`config.mk`:
```
export PLATFORM = sky130hd
export DESIGN_NAME = midpoint_ellipse_point_generator_unit
export DESIGN_NICKNAME = d
export VERILOG_FILES = /design/src/rtl/mepg_pkg.sv /design/src/rtl/midpoint_ellipse_point_generator_unit.sv /design/src/rtl/mepg_mult.sv /design/src/rtl/mepg_core.sv
export SDC_FILE = /design/constraint.sdc
export NUM_CORES = 2
export LEC_CHECK = 0
export BUFFER_PORTS_ARGS = -buffer_cell sky130_fd_sc_hd__buf_2
export CORE_ASPECT_RATIO = 0.9
export CORE_MARGIN = 3
export CORE_UTILIZATION = 59
export CTS_BUF_LIST = sky130_fd_sc_hd__clkbuf_8
export DETAILED_ROUTE_END_ITERATION = 6
export PLACE_DENSITY_LB_ADDON = 0.25
export SLEW_MARGIN = 10
export SYNTH_ARGS = -nofsm -noshare
export SYNTH_HDL_FRONTEND = slang
export SYNTH_SLANG_ARGS = --single-unit
```
`constraint.sdc`:
```
create_clock -name clk -period 13.6 [get_ports clk]
set_input_delay 2.72 -clock clk [delete_from_list [all_inputs] [get_ports clk]]
set_output_delay 2.72 -clock clk [all_outputs]
set_load 0.1 [all_outputs]
```
`src/rtl/mepg_pkg.sv`:
```
// Shared widths, codes and beat types for the midpoint ellipse point generator.
`timescale 1ns / 1ps

package mepg_pkg;

  localparam int RADIUS_BITS = 11;
  localparam int COORD_BITS  = 12;
  localparam int COLOUR_BITS = 8;

  // Multiplier operand width: holds (2x+1)^2 as a positive signed value.
  localparam int MW = 2 * RADIUS_BITS + 3;
  // Width of the decision variable and the second-order differences.
  localparam int DW = 4 * RADIUS_BITS + 4;

  localparam logic MODE_START = 1'b0;
  localparam logic MODE_STEP  = 1'b1;

  localparam logic STATUS_POINT = 1'b0;
  localparam logic STATUS_NONE  = 1'b1;

  typedef struct packed {
    logic                   mode;
    logic [RADIUS_BITS-1:0] radius_a;
    logic [RADIUS_BITS-1:0] radius_b;
    logic [COORD_BITS-1:0]  center_x;
    logic [COORD_BITS-1:0]  center_y;
    logic                   fill_flag;
    logic [COLOUR_BITS-1:0] colour;
  } item_t;

  typedef struct packed {
    logic                   status;
    logic [RADIUS_BITS-1:0] offset_x;
    logic [RADIUS_BITS-1:0] offset_y;
    logic [COORD_BITS-1:0]  out_center_x;
    logic [COORD_BITS-1:0]  out_center_y;
    logic                   out_fill;
    logic [COLOUR_BITS-1:0] out_colour;
    logic                   last_point;
  } res_t;

endpackage

```
`src/rtl/midpoint_ellipse_point_generator_unit.sv`:
```
// Top level of the midpoint ellipse point generator: handshakes, core and output register.
`timescale 1ns / 1ps

// Produces the first-quadrant points of an axis-aligned ellipse, one point per input beat.
// A start beat (mode 0) loads the semi-axes, centre, fill flag and colour and returns the
// point (0,b); each step beat (mode 1) returns the next point, with last_point set where y
// reaches zero, after which the ellipse is closed. A step beat with no open ellipse returns
// status 1 and all other fields zero. One beat is handled at a time, and in_stall stays high
// until its result has been moved into the output register. The work runs on one shared
// registered multiplier under a small sequencer. A start beat takes three chained products
// (a^2, b^2 and a^2*b), a region-1 step two products for the slope test, and the step that
// crosses into region 2 the slope test plus seven products that rebuild the decision and
// differences; a region-2 step needs no product, and a step beat that finds no open ellipse
// goes straight to its result. The output register lets a new beat be accepted while the
// previous point still waits on out_stall.

module midpoint_ellipse_point_generator_unit (
  input  logic            clk,
  input  logic            rst_n,
  input  logic            in_valid,
  output logic            in_stall,
  input  mepg_pkg::item_t in_data,
  output logic            out_valid,
  input  logic            out_stall,
  output mepg_pkg::res_t  out_data
);
  import mepg_pkg::*;

  logic  core_idle;
  logic  core_res_valid;
  res_t  core_res;
  logic  res_take;
  logic  in_accept;
  logic  out_valid_r;
  res_t  out_data_r;

  // The core takes a new beat only between items.
  assign in_stall  = !core_idle;
  assign in_accept = in_valid && core_idle;

  // The output register can load when it is empty or is being drained this cycle.
  assign res_take = !out_valid_r || !out_stall;

  mepg_core u_core (
    .clk         (clk),
    .rst_n       (rst_n),
    .start_i     (in_accept),
    .item_i      (in_data),
    .idle_o      (core_idle),
    .res_valid_o (core_res_valid),
    .res_o       (core_res),
    .res_take_i  (res_take)
  );

  always_ff @(posedge clk) begin
    if (!rst_n) begin
      out_valid_r <= 1'b0;
    end else if (core_res_valid && res_take) begin
      out_valid_r <= 1'b1;
    end else if (!out_stall) begin
      out_valid_r <= 1'b0;
    end
  end

  always_ff @(posedge clk) begin
    if (core_res_valid && res_take) begin
      out_data_r <= core_res;
    end
  end

  assign out_valid = out_valid_r;
  assign out_data  = out_data_r;

endmodule

```
`src/rtl/mepg_mult.sv`:
```
// Shared signed multiplier with a registered, truncated product.
`timescale 1ns / 1ps

module mepg_mult (
  input  logic                              clk,
  input  logic signed [mepg_pkg::MW-1:0]    op_a_i,
  input  logic signed [mepg_pkg::MW-1:0]    op_b_i,
  output logic signed [mepg_pkg::DW-1:0]    prod_o
);
  import mepg_pkg::*;

  logic signed [2*MW-1:0] full;
  logic signed [DW-1:0]   prod_r;

  assign full = op_a_i * op_b_i;

  // Only the low DW bits are kept; the arithmetic wraps like the difference registers.
  always_ff @(posedge clk) begin
    prod_r <= full[DW-1:0];
  end

  assign prod_o = prod_r;

endmodule

```
`src/rtl/mepg_core.sv`:
```
// Sequencer and difference registers of the ellipse generator around one shared multiplier.
`timescale 1ns / 1ps

module mepg_core (
  input  logic            clk,
  input  logic            rst_n,
  input  logic            start_i,
  input  mepg_pkg::item_t item_i,
  output logic            idle_o,
  output logic            res_valid_o,
  output mepg_pkg::res_t  res_o,
  input  logic            res_take_i
);
  import mepg_pkg::*;

  localparam logic [4:0] S_IDLE = 5'd0;
  localparam logic [4:0] S_ST0  = 5'd1;
  localparam logic [4:0] S_ST1  = 5'd2;
  localparam logic [4:0] S_ST2  = 5'd3;
  localparam logic [4:0] S_ST3  = 5'd4;
  localparam logic [4:0] S_R1A  = 5'd5;
  localparam logic [4:0] S_R1B  = 5'd6;
  localparam logic [4:0] S_R1C  = 5'd7;
  localparam logic [4:0] S_E0   = 5'd8;
  localparam logic [4:0] S_E1   = 5'd9;
  localparam logic [4:0] S_E2   = 5'd10;
  localparam logic [4:0] S_E3   = 5'd11;
  localparam logic [4:0] S_E4   = 5'd12;
  localparam logic [4:0] S_E5   = 5'd13;
  localparam logic [4:0] S_E6   = 5'd14;
  localparam logic [4:0] S_E7   = 5'd15;
  localparam logic [4:0] S_R2   = 5'd16;
  localparam logic [4:0] S_EMIT = 5'd17;

  logic [4:0] state_r, state_nxt;
  logic       active_r, region2_r, nopoint_r;

  logic [RADIUS_BITS-1:0]   cur_x_r, cur_y_r;
  logic [2*RADIUS_BITS-1:0] a_sq_r, b_sq_r;
  logic signed [DW-1:0]     decision_r, de_r, dse_r, ds_r;
  logic signed [DW-1:0]     acc_r, aux_r;
  logic [COORD_BITS-1:0]    cx_r, cy_r;
  logic                     fill_r;
  logic [COLOUR_BITS-1:0]   col_r;

  logic signed [DW-1:0] p;
  logic signed [DW-1:0] asq_d, bsq_d;
  logic signed [MW-1:0] op_a, op_b;
  logic signed [MW-1:0] asq_m, bsq_m, y_m, y2m1_m, xp1_m, tx_m, ym_m, k_m, x2p2_m;
  logic                 r1_go;

  mepg_mult u_mult (
    .clk    (clk),
    .op_a_i (op_a),
    .op_b_i (op_b),
    .prod_o (p)
  );

  assign asq_d  = {{(DW-2*RADIUS_BITS){1'b0}}, a_sq_r};
  assign bsq_d  = {{(DW-2*RADIUS_BITS){1'b0}}, b_sq_r};
  assign asq_m  = {{(MW-2*RADIUS_BITS){1'b0}}, a_sq_r};
  assign bsq_m  = {{(MW-2*RADIUS_BITS){1'b0}}, b_sq_r};
  assign y_m    = {{(MW-RADIUS_BITS){1'b0}}, cur_y_r};
  assign y2m1_m = {{(MW-RADIUS_BITS-1){1'b0}}, cur_y_r, 1'b0} - MW'(1);
  assign xp1_m  = {{(MW-RADIUS_BITS){1'b0}}, cur_x_r} + MW'(1);
  assign tx_m   = {{(MW-RADIUS_BITS-1){1'b0}}, cur_x_r, 1'b1};
  assign ym_m   = {{(MW-RADIUS_BITS){1'b0}}, cur_y_r} - MW'(1);
  assign k_m    = MW'(3) - {{(MW-RADIUS_BITS-1){1'b0}}, cur_y_r, 1'b0};
  assign x2p2_m = {{(MW-RADIUS_BITS-1){1'b0}}, cur_x_r, 1'b0} + MW'(2);

  // Region-1 slope test: a^2*(2y-1) (held in acc_r) against 2*b^2*(x+1).
  assign r1_go = acc_r > (p <<< 1);

  // Operand selection for the shared multiplier.
  always_comb begin
    op_a = '0;
    op_b = '0;
    unique case (state_r)
      S_ST0: begin op_a = aux_r[MW-1:0]; op_b = aux_r[MW-1:0]; end
      S_ST1: begin op_a = y_m;           op_b = y_m;           end
      S_ST2: begin op_a = asq_m;         op_b = y_m;           end
      S_R1A: begin op_a = asq_m;         op_b = y2m1_m;        end
      S_R1B: begin op_a = bsq_m;         op_b = xp1_m;         end
      S_E0:  begin op_a = tx_m;          op_b = tx_m;          end
      S_E1:  begin op_a = ym_m;          op_b = ym_m;          end
      S_E2:  begin op_a = bsq_m;         op_b = acc_r[MW-1:0]; end
      S_E3:  begin op_a = asq_m;         op_b = aux_r[MW-1:0]; end
      S_E4:  begin op_a = asq_m;         op_b = bsq_m;         end
      S_E5:  begin op_a = asq_m;         op_b = k_m;           end
      S_E6:  begin op_a = bsq_m;         op_b = x2p2_m;        end
      default: begin op_a = '0; op_b = '0; end
    endcase
  end

  always_comb begin
    state_nxt = state_r;
    unique case (state_r)
      S_IDLE: begin
        if (start_i) begin
          priority if (item_i.mode == MODE_START) state_nxt = S_ST0;
          else if (!active_r)                     state_nxt = S_EMIT;
          else if (region2_r)                     state_nxt = S_R2;
          else                                    state_nxt = S_R1A;
        end
      end
      S_ST0: state_nxt = S_ST1;
      S_ST1: state_nxt = S_ST2;
      S_ST2: state_nxt = S_ST3;
      S_ST3: state_nxt = S_EMIT;
      S_R1A: state_nxt = S_R1B;
      S_R1B: state_nxt = S_R1C;
      S_R1C: state_nxt = r1_go ? S_EMIT : S_E0;
      S_E0:  state_nxt = S_E1;
      S_E1:  state_nxt = S_E2;
      S_E2:  state_nxt = S_E3;
      S_E3:  state_nxt = S_E4;
      S_E4:  state_nxt = S_E5;
      S_E5:  state_nxt = S_E6;
      S_E6:  state_nxt = S_E7;
      S_E7:  state_nxt = S_R2;
      S_R2:  state_nxt = S_EMIT;
      S_EMIT: if (res_take_i) state_nxt = S_IDLE;
      default: state_nxt = S_IDLE;
    endcase
  end

  always_ff @(posedge clk) begin
    if (!rst_n) begin
      state_r   <= S_IDLE;
      active_r  <= 1'b0;
      region2_r <= 1'b0;
      nopoint_r <= 1'b0;
    end else begin
      state_r <= state_nxt;
      if (state_r == S_IDLE && start_i) begin
        if (item_i.mode == MODE_START) begin
          active_r  <= 1'b1;
          region2_r <= 1'b0;
          nopoint_r <= 1'b0;
        end else begin
          nopoint_r <= !active_r;
        end
      end
      if (state_r == S_E7) region2_r <= 1'b1;
      // The point with y at zero closes the ellipse.
      if (state_r == S_EMIT && res_take_i && !nopoint_r && cur_y_r == '0) active_r <= 1'b0;
    end
  end

  always_ff @(posedge clk) begin
    unique case (state_r)
      S_IDLE: begin
        if (start_i && item_i.mode == MODE_START) begin
          aux_r   <= {{(DW-RADIUS_BITS){1'b0}}, item_i.radius_a};
          cur_x_r <= '0;
          cur_y_r <= item_i.radius_b;
          cx_r    <= item_i.center_x;
          cy_r    <= item_i.center_y;
          fill_r  <= item_i.fill_flag;
          col_r   <= item_i.colour;
        end
      end
      S_ST1: a_sq_r <= p[2*RADIUS_BITS-1:0];
      S_ST2: b_sq_r <= p[2*RADIUS_BITS-1:0];
      S_ST3: begin
        // p holds a^2*b here.
        decision_r <= (bsq_d <<< 2) - (p <<< 2) + asq_d;
        de_r       <= (bsq_d <<< 3) + (bsq_d <<< 2);
        dse_r      <= (bsq_d <<< 3) + (bsq_d <<< 2) + (asq_d <<< 3) - (p <<< 3);
        ds_r       <= '0;
      end
      S_R1B: acc_r <= p;
      S_R1C: begin
        if (r1_go) begin
          cur_x_r <= cur_x_r + 1'b1;
          de_r    <= de_r + (bsq_d <<< 3);
          if (decision_r[DW-1]) begin
            decision_r <= decision_r + de_r;
            dse_r      <= dse_r + (bsq_d <<< 3);
          end else begin
            decision_r <= decision_r + dse_r;
            dse_r      <= dse_r + ((bsq_d + asq_d) <<< 3);
            cur_y_r    <= cur_y_r - 1'b1;
          end
        end
      end
      S_E1: acc_r <= p;
      S_E2: aux_r <= p;
      S_E3: acc_r <= p;
      S_E4: acc_r <= acc_r + (p <<< 2);
      S_E5: decision_r <= acc_r - (p <<< 2);
      S_E6: begin
        ds_r  <= p <<< 2;
        acc_r <= p <<< 2;
      end
      S_E7: dse_r <= acc_r + (p <<< 2);
      S_R2: begin
        cur_y_r <= cur_y_r - 1'b1;
        ds_r    <= ds_r + (asq_d <<< 3);
        if (!decision_r[DW-1]) begin
          decision_r <= decision_r + ds_r;
          dse_r      <= dse_r + (asq_d <<< 3);
        end else begin
          decision_r <= decision_r + dse_r;
          dse_r      <= dse_r + ((asq_d + bsq_d) <<< 3);
          cur_x_r    <= cur_x_r + 1'b1;
        end
      end
      default: begin
      end
    endcase
  end

  assign idle_o      = (state_r == S_IDLE);
  assign res_valid_o = (state_r == S_EMIT);

  always_comb begin
    res_o = '0;
    if (nopoint_r) begin
      res_o.status = STATUS_NONE;
    end else begin
      res_o.status       = STATUS_POINT;
      res_o.offset_x     = cur_x_r;
      res_o.offset_y     = cur_y_r;
      res_o.out_center_x = cx_r;
      res_o.out_center_y = cy_r;
      res_o.out_fill     = fill_r;
      res_o.out_colour   = col_r;
      res_o.last_point   = (cur_y_r == '0);
    end
  end

  a_start_when_idle: assert property (@(posedge clk) disable iff (!rst_n)
    start_i |-> state_r == S_IDLE)
    else $error("new beat handed to the core while it is busy");

  a_r2_steps_y: assert property (@(posedge clk) disable iff (!rst_n)
    state_r == S_R2 |=> cur_y_r == $past(cur_y_r) - RADIUS_BITS'(1))
    else $error("region-2 step did not lower y by one");

  a_step_on_live_arc: assert property (@(posedge clk) disable iff (!rst_n)
    (state_r == S_R1A || state_r == S_R2 || state_r == S_E0) |-> active_r && cur_y_r != '0)
    else $error("arc step taken without a live ellipse above y zero");

  a_region_switch: assert property (@(posedge clk) disable iff (!rst_n)
    state_r == S_E7 |=> region2_r && state_r == S_R2)
    else $error("region-2 entry did not set the region flag");

endmodule
```
After elaboration in Yosys (flattened, before gate mapping)
Index checks and enable logic that the tools add are counted.

Register bits: 478. Bits of input ports: 60. Output and inout port bits: 59. Logic and storage cells: 157.

Add/subtract/negate cells: 23. Multiply operators: 1. $lt $le $gt $ge: 1. Equality and inequality tests: 25. Multiplexer cells: 38. Bitwise logic cells: 2. Reductions and logical operators: 39.

Operator list (number): one-hot mux 48 bit (4 select lines) (2); 2-to-1 mux 48 bit (7); one-hot mux 48 bit (3 select lines) (2); one-hot mux 25 bit (10 select lines) (1); adder 48 x 26 -> 48 bit (5); adder 48 bit (5); one-hot mux 25 bit (6 select lines) (1); one-hot mux 48 bit (2 select lines) (1); subtractor 48 bit (2); one-hot mux 5 bit (17 select lines) (1); 2-to-1 mux 11 bit (6); one-hot mux 11 bit (3 select lines) (2); one-hot mux 25 bit (2 select lines) (1); adder 48 x 23 -> 48 bit (1); greater-than comparator 48 bit (1); multiplier 25 x 25 -> 48 bit (1); subtractor 25 x 48 -> 48 bit (1); equality test 5 x 4 -> 1 bit, second input constant (8); 2-to-1 mux 5 bit (6); adder 25 x 24 -> 26 bit (1); 2-to-1 mux 25 bit (1); adder 22 x 22 -> 23 bit (1); equality test 5 x 3 -> 1 bit, second input constant (4); AND reduction 2 bit (8); 26 further kinds (60).

Longest topological paths before layout
Depth after elaboration: 6. Mapped depth: 39. Depth with buffers taken out: 37.

Cells and area by module
Synthesis repeated with hierarchy kept, for this count alone.

Cells, all modules: 7977. Area, all modules: 69960.8 µm².

Modules (own cells, without submodules): mepg_core (instances 1, cells an instance 5475, area an instance 44961.9 µm², sequential area each 10970.5 µm²); mepg_mult (instances 1, cells an instance 2438, area an instance 23236.0 µm², sequential area each 960.9 µm²); midpoint_ellipse_point_generator_unit (instances 1, cells an instance 64, area an instance 1762.9 µm², sequential area each 1731.7 µm²).

Worst setup path before layout
OpenSTA, ideal clock, no wires.

Path kind: reg-to-reg. Start point: register u_core.cur_y_r[2]. End point: register u_core.u_mult.prod_r[45] (netlist: u_core.u_mult.prod_o[45]). Arrival time: 8788 ps. Setup slack: 4695 ps. Cell stages (with the launch flop): 34. Path buffers: 4. Period minus slack after synthesis: 8905 ps. Cells stage by stage: edfxtp_1 > clkbuf_1 > inv_1 > ha_1 > a21boi_0 > nor3b_1 > nand2_1 > nor2_1 > clkbuf_1 > a211o_1 > clkbuf_1 > clkbuf_1 > nand2_1 > fa_1 > inv_1 > fa_1 > inv_1 > fa_1 > fa_1 > inv_1 > fa_1 > fa_1 > inv_1 > fa_1 > inv_1 > ha_1 > nand4_1 > nor3_1 > a31oi_1 > or4_1 > and3_1 > o31ai_2 > o41ai_1 > a31o_2.

Word-level cells in the longest chain between the ends: 3. Elaborated cells between the ends (all ways): 6. Those cells by class: add/sub: 3; mul: 1; mux: 2.

Ends and longest elaborated chain: start, declared (line mepg_core.sv:38) `logic [RADIUS_BITS-1:0] cur_x_r, cur_y_r;`; start signal, assigned (line mepg_core.sv:156) `cur_y_r <= item_i.radius_b;`; start signal, assigned (line mepg_core.sv:183) `cur_y_r <= cur_y_r - 1'b1;`; start signal, assigned (line mepg_core.sv:198) `cur_y_r <= cur_y_r - 1'b1;`; subtractor 2 x 12 -> 13 bit (tied with other cells) (line mepg_core.sv:68) `assign k_m = MW'(3) - {{(MW-RADIUS_BITS-1){1'b0}}, cur_y_r, 1'b0};`; one-hot mux 25 bit (10 select lines) or one-hot mux 25 bit (6 select lines) (tied branches) (line mepg_core.sv:78) `unique case (state_r)`; multiplier 25 x 25 -> 48 bit (*) (line mepg_mult.sv:15) `assign full = op_a_i * op_b_i;`; via u_core.u_mult.full[45] (line mepg_mult.sv:12) `logic signed [2*MW-1:0] full;`; end signal, assigned (line mepg_mult.sv:19) `prod_r <= full[DW-1:0];`; end, declared (line mepg_mult.sv:13) `logic signed [DW-1:0] prod_r;`.

The timed path passes the listed nets; every way through them passes the cells marked *. A chain may end at the register's enable or synchronous reset.

Final worst setup path
Start point: register u_core.state_r[1]. End point: register u_core.u_mult.prod_r[46] (netlist: u_core.u_mult.prod_o[46]).

Word-level cells in the longest chain between the ends: 4. Elaborated cells between the ends (all ways): 19. Those cells by class: mul: 1; eq/ne: 12; mux: 2; reduce/logical: 4.

Ends and longest elaborated chain: start, declared (line mepg_core.sv:35) `logic [4:0] state_r, state_nxt;`; start signal, assigned (line mepg_core.sv:134) `state_r <= state_nxt;`; equality test 5 x 3 -> 1 bit (tied with other cells) (line mepg_core.sv:78); OR reduction 5 bit (no line) (tied with other cells); one-hot mux 25 bit (6 select lines) or one-hot mux 25 bit (10 select lines) (tied branches) (line mepg_core.sv:78); multiplier 25 x 25 -> 48 bit (*) (line mepg_mult.sv:15); via u_core.u_mult.full[46] (line mepg_mult.sv:12).

Marked as above.

==> results_tabular.tex <==
\begin{tabular}{lr}
\hline
Metric & Value \\
\hline
\multicolumn{2}{l}{\textbf{Outcome}} \\
Outcome & finished, violations left \\
Violations in the final reports & design-rule violations, max-capacitance violations \\
\multicolumn{2}{l}{\textbf{Drt}} \\
Total detailed-routing wirelength & 264 mm \\
DR DRC count & 4 \\
Routed vias & 63.1k \\
First drt pass iteration count & 7 \\
Detail-routed net length per standard cell & 28.5 um \\
Via/cell ratio & between 6 and 7 \\
Post-detailed-route count of antenna-violating nets & 0 \\
Starting DRT DRC Count & 9758 \\
\multicolumn{2}{l}{\textbf{Clocking}} \\
Number of CTS-inserted buffers & 89 \\
Clock-pin slew on the worst setup and hold paths & 70 ps \\
Clock insertion delay at the later pin of the skew report & approximately 850 ps \\
Post-CTS resize count & 0 \\
Num Clock Sinks & 474 \\
Clock H-tree levels & 3 \\
Cts-stage hold buffer count & 0 \\
Setup Fix Bufs, Post-CTS & 0 \\
CTS tree & built \\
Root Buffer & clkbuf\_8 \\
Maximum number of buffers from clock root to sink & 3 \\
\multicolumn{2}{l}{\textbf{Setup path}} \\
Endpoint arrival time on the critical path & approximately 12000 ps \\
Required time at the endpoint of the critical path & 14360 ps \\
Register-to-register path setup slack & 2560 ps \\
Peak fanout along the critical path & 40 \\
Biggest cell delay along the critical path & 840 ps \\
CP max-delay cell & dfxtp\_1 \\
Capturing element type of the critical path & flip-flop \\
Category of the critical setup timing path & flip-flop to flip-flop \\
Critical Path Source Type & flip-flop \\
Number of cells traversed by the worst register-to-register path & 33 \\
Destination of the worst register-to-register timing path & u\_core.u\_mult.prod\_o[46] \\
Top cell by count, worst path & fa\_1 \\
Source of the worst register-to-register timing path & u\_core.state\_r[1] \\
\multicolumn{2}{l}{\textbf{STA}} \\
Pin slew with the least headroom to its limit & 1480 ps \\
Final setup vio count & 0 \\
Ratio of final minimum period to clock period & between 80 and 90\% \\
Unrepaired setup endpoints after global routing & no \\
Worst clock skew & between 70 and 80 ps \\
Max-slew violation count & 0 \\
Achievable clock frequency & 90.6 MHz \\
Setup tns final & 0 ps \\
Max-slew headroom at the worst pin & 0.453\% \\
Count of endpoints failing hold in the final timing report & 0 \\
Final Critical Period & 11040 ps \\
\multicolumn{2}{l}{\textbf{Layout}} \\
Layout cell share with drive strength beyond 1 & slightly below 7\% \\
Post-layout util & 63.6\% \\
Multi-input combinational cell area & 49800 sq um \\
Number of fillers in the final layout & $\sim$9.6k \\
Layout Area Growth over Synthesis & 6.61\% \\
Flip-flop and latch area & approximately 14000 sq um \\
Nets & 9060 \\
\multicolumn{2}{l}{\textbf{Min path}} \\
End of the worst hold path & out\_data[13] \\
Class of the worst hold path & flip-flop to flip-flop \\
Start point of the worst min-delay path & u\_core.cy\_r[3] \\
Hold Path Cell Cnt & 1 \\
\multicolumn{2}{l}{\textbf{Synthesis}} \\
Post-Synthesis Cells & 7646 \\
Synth Cell Area & 67800 sq um \\
Number of synthesized register bits & 474 \\
Number of warnings reported in the yosys synthesis log & 0 \\
Post-synthesis cell type count & between 100 and 150 \\
Dominant synthesized flop cell & edfxtp\_1 \\
Proportion of register bits with asynchronous set or reset after synthesis & 0\% \\
Portion of the post-synthesis area used by sequential elements & 20.2\% \\
Number of enable-type register cells in the synthesized netlist & 417 \\
Net count after synthesis & 9025 \\
Synthesized area divided by synthesized cell count & just under 9 sq um \\
\multicolumn{2}{l}{\textbf{Placement}} \\
Detailed Place HPWL & 204 mm \\
Port Buffer Count & roughly 120 \\
Gp weighted congestion & about 1.0 \\
\multicolumn{2}{l}{\textbf{GRT}} \\
Initial antenna violation count & 4 \\
Via count of the first global-routing pass & 59.7k \\
Global route total overflow & 0 \\
Wire length of the first global-routing pass & 386 mm \\
Global-route usage over all layers & between 40\% and 50\% \\
Maximum number of pins on one net before global-route repair & between 50 and 60 \\
\multicolumn{2}{l}{\textbf{Pwr}} \\
Worst-case vdd ir drop & about 260 uV \\
Flop pwr share & 15.2\% \\
Static leakage & 32.3 nW \\
Power per standard cell area & 256 nW/um\^{}2 \\
Switching portion of total power & 56.7\% \\
Part of the total power dissipated in combinational logic & about three quarters \\
Switching power & 0.0105 W \\
Clock network fraction of design power & 8.7\% \\
Internal power & 0.00803 W \\
\multicolumn{2}{l}{\textbf{Run}} \\
Max-cap check violation count & 2 \\
\multicolumn{2}{l}{\textbf{Floorplan}} \\
Area enclosed by the die boundary & 119000 sq um \\
Number of cell rows & around 120 \\
Width of the chip & 363 um \\
Boundary Pins & 119 \\
Die Ht & 328 um \\
Initial cell density of the core & slightly below 60\% \\
Standard cell core area & 114000 sq um \\
\hline
\end{tabular}
## layer usage
metal  track usage, %  vias to the layer above  wire (um)  part of all wire [%]
met1             62.4                    30300     104000                    39
met3             20.3                      834      47900                    18
met2             55.2                     5269      97200                    37
met5                0                        -         25                0.0095
met4             19.5                        4      14900                   5.6
li1                 -                    26600          -                     -
## registers in the layout (all words and copies together), names as in the netlist, 22 cells and up
| name | flops |
|---|---|
| u_core.b_sq_r | 22 |
| u_core.de_r | 46 |
| u_core.u_mult.prod_o | 48 |
| u_core.acc_r | 48 |
| u_core.decision_r | 48 |
| u_core.ds_r | 46 |
| u_core.a_sq_r | 22 |
| u_core.aux_r | 25 |
| u_core.dse_r | 48 |
| out_data | 57 |
## cell type report
class	count	share of cell area [%]
clock buffers	94	1.79
multi-input cells	5940	68.9
diodes	4	0.0139
well taps	1487	2.58
clock inverters	73	0.857
inverters	934	4.85
repair buffers	242	2.11
flip-flops and latches	474	18.9
## how the worst max path moves through the flow
stage	start	end	slack, ps	depth (start not counted)
after global placement	u_core.cur_y_r[1]	u_core.u_mult.prod_o[46]	3260	35
final	u_core.state_r[1]	u_core.u_mult.prod_o[46]	2560	33
after detailed placement	u_core.state_r[1]	u_core.u_mult.prod_o[46]	3190	33
after floorplan	u_core.cur_y_r[2]	u_core.u_mult.prod_o[45]	4700	33
after CTS	u_core.state_r[1]	u_core.u_mult.prod_o[46]	3140	33
after global routing	u_core.state_r[1]	u_core.u_mult.prod_o[46]	2270	33
## critical path, delay by kind of cell, from the launching register on
kind	cells	cell delay, ps
AOI/OAI and AO/OA	13	3700
xor gates and xnor gates	1	140
adders and majority gates	8	3860
buffers and inverters	7	1090
DFF	1	840
and+or+nand+nor	4	1290
## through the flow
step / worst slack (ps) / hold slack, ps / total power [W] / std cells / cell area, sq um
after floorplan: 4700 / 449 / 0.0118 / 7646 / 67800
after global placement: 3260 / 512 / 0.0159 / 9077 / 70300
after detailed placement: 3190 / 522 / 0.0162 / 9077 / 70300
after CTS: 3140 / 537 / 0.0179 / 9244 / 72200
after global routing: 2270 / 550 / 0.0194 / 9245 / 72200
final: 2560 / 534 / 0.0185 / 9248 / 72200
## cell usage after synthesis (all sizes together) (74+ instances only)
library cell / n / area, sq um
a211oi: 76 / 623
a21o: 242 / 1820
a21oi: 502 / 2530
clkbuf: 252 / 947
edfxtp: 417 / 12500
fa: 694 / 13900
ha: 625 / 7820
inv: 933 / 3500
nand2: 761 / 2860
nand2b: 74 / 463
nand3: 114 / 571
nor2: 608 / 2280
nor2b: 104 / 651
nor3: 109 / 546
o21ai: 359 / 1810
o21bai: 88 / 664
o22ai: 109 / 682
xnor2: 348 / 3050
xor2: 201 / 1760
## power groups by stage
stage	combinational, W	clock, W	sequential (W)
after detailed placement	0.0133	0	0.00280
after global placement	0.0131	0	0.00280
after global routing	0.0149	0.00167	0.00282
final	0.0141	0.00161	0.00282
after CTS	0.0135	0.00162	0.00278
after floorplan	0.00924	0	0.00255
## cell usage in the layout, fill, tap and decap left out, drive strengths merged, types with 24 or more instances in the layout
cell | synthesis | layout
buf | 46 | 242
o221ai | 27 | 27
o22ai | 109 | 109
o21ai | 359 | 359
and3 | 55 | 55
inv | 933 | 959
nand4 | 58 | 58
xor2 | 201 | 201
or3 | 46 | 46
a21o | 242 | 242
o31ai | 34 | 34
nor2b | 104 | 104
a22oi | 73 | 73
o21a | 59 | 59
fa | 694 | 694
a211oi | 76 | 76
ha | 625 | 625
xnor2 | 348 | 348
clkinv | 1 | 34
nand2 | 761 | 761
edfxtp | 417 | 417
or2 | 24 | 24
and2 | 41 | 41
a21oi | 502 | 502
nor2 | 608 | 608
dfxtp | 57 | 57
o21bai | 88 | 88
clkbuf | 252 | 94
a221oi | 46 | 46
nand2b | 74 | 74
a31oi | 52 | 52
nand3 | 114 | 114
nor3 | 109 | 109
nor4 | 25 | 25
a211o | 37 | 37
o211ai | 44 | 44
## logic make-up (layout without fill, tap and decap cells)
logic type	Yosys count	count (layout)	synth area share, %
AND/OR/NAND/NOR	2077	2077	13.9
AO/OA/AOI/OAI	1961	1961	19.4
adder cells (fa/ha/maj)	1319	1319	32.0
buffers and inverters	1232	1343	6.89
XOR/XNOR	549	549	7.10
flip-flops	474	474	20.2
multiplexers	34	34	0.537
other	0	4	0
(Power assumes the default switching activity.)
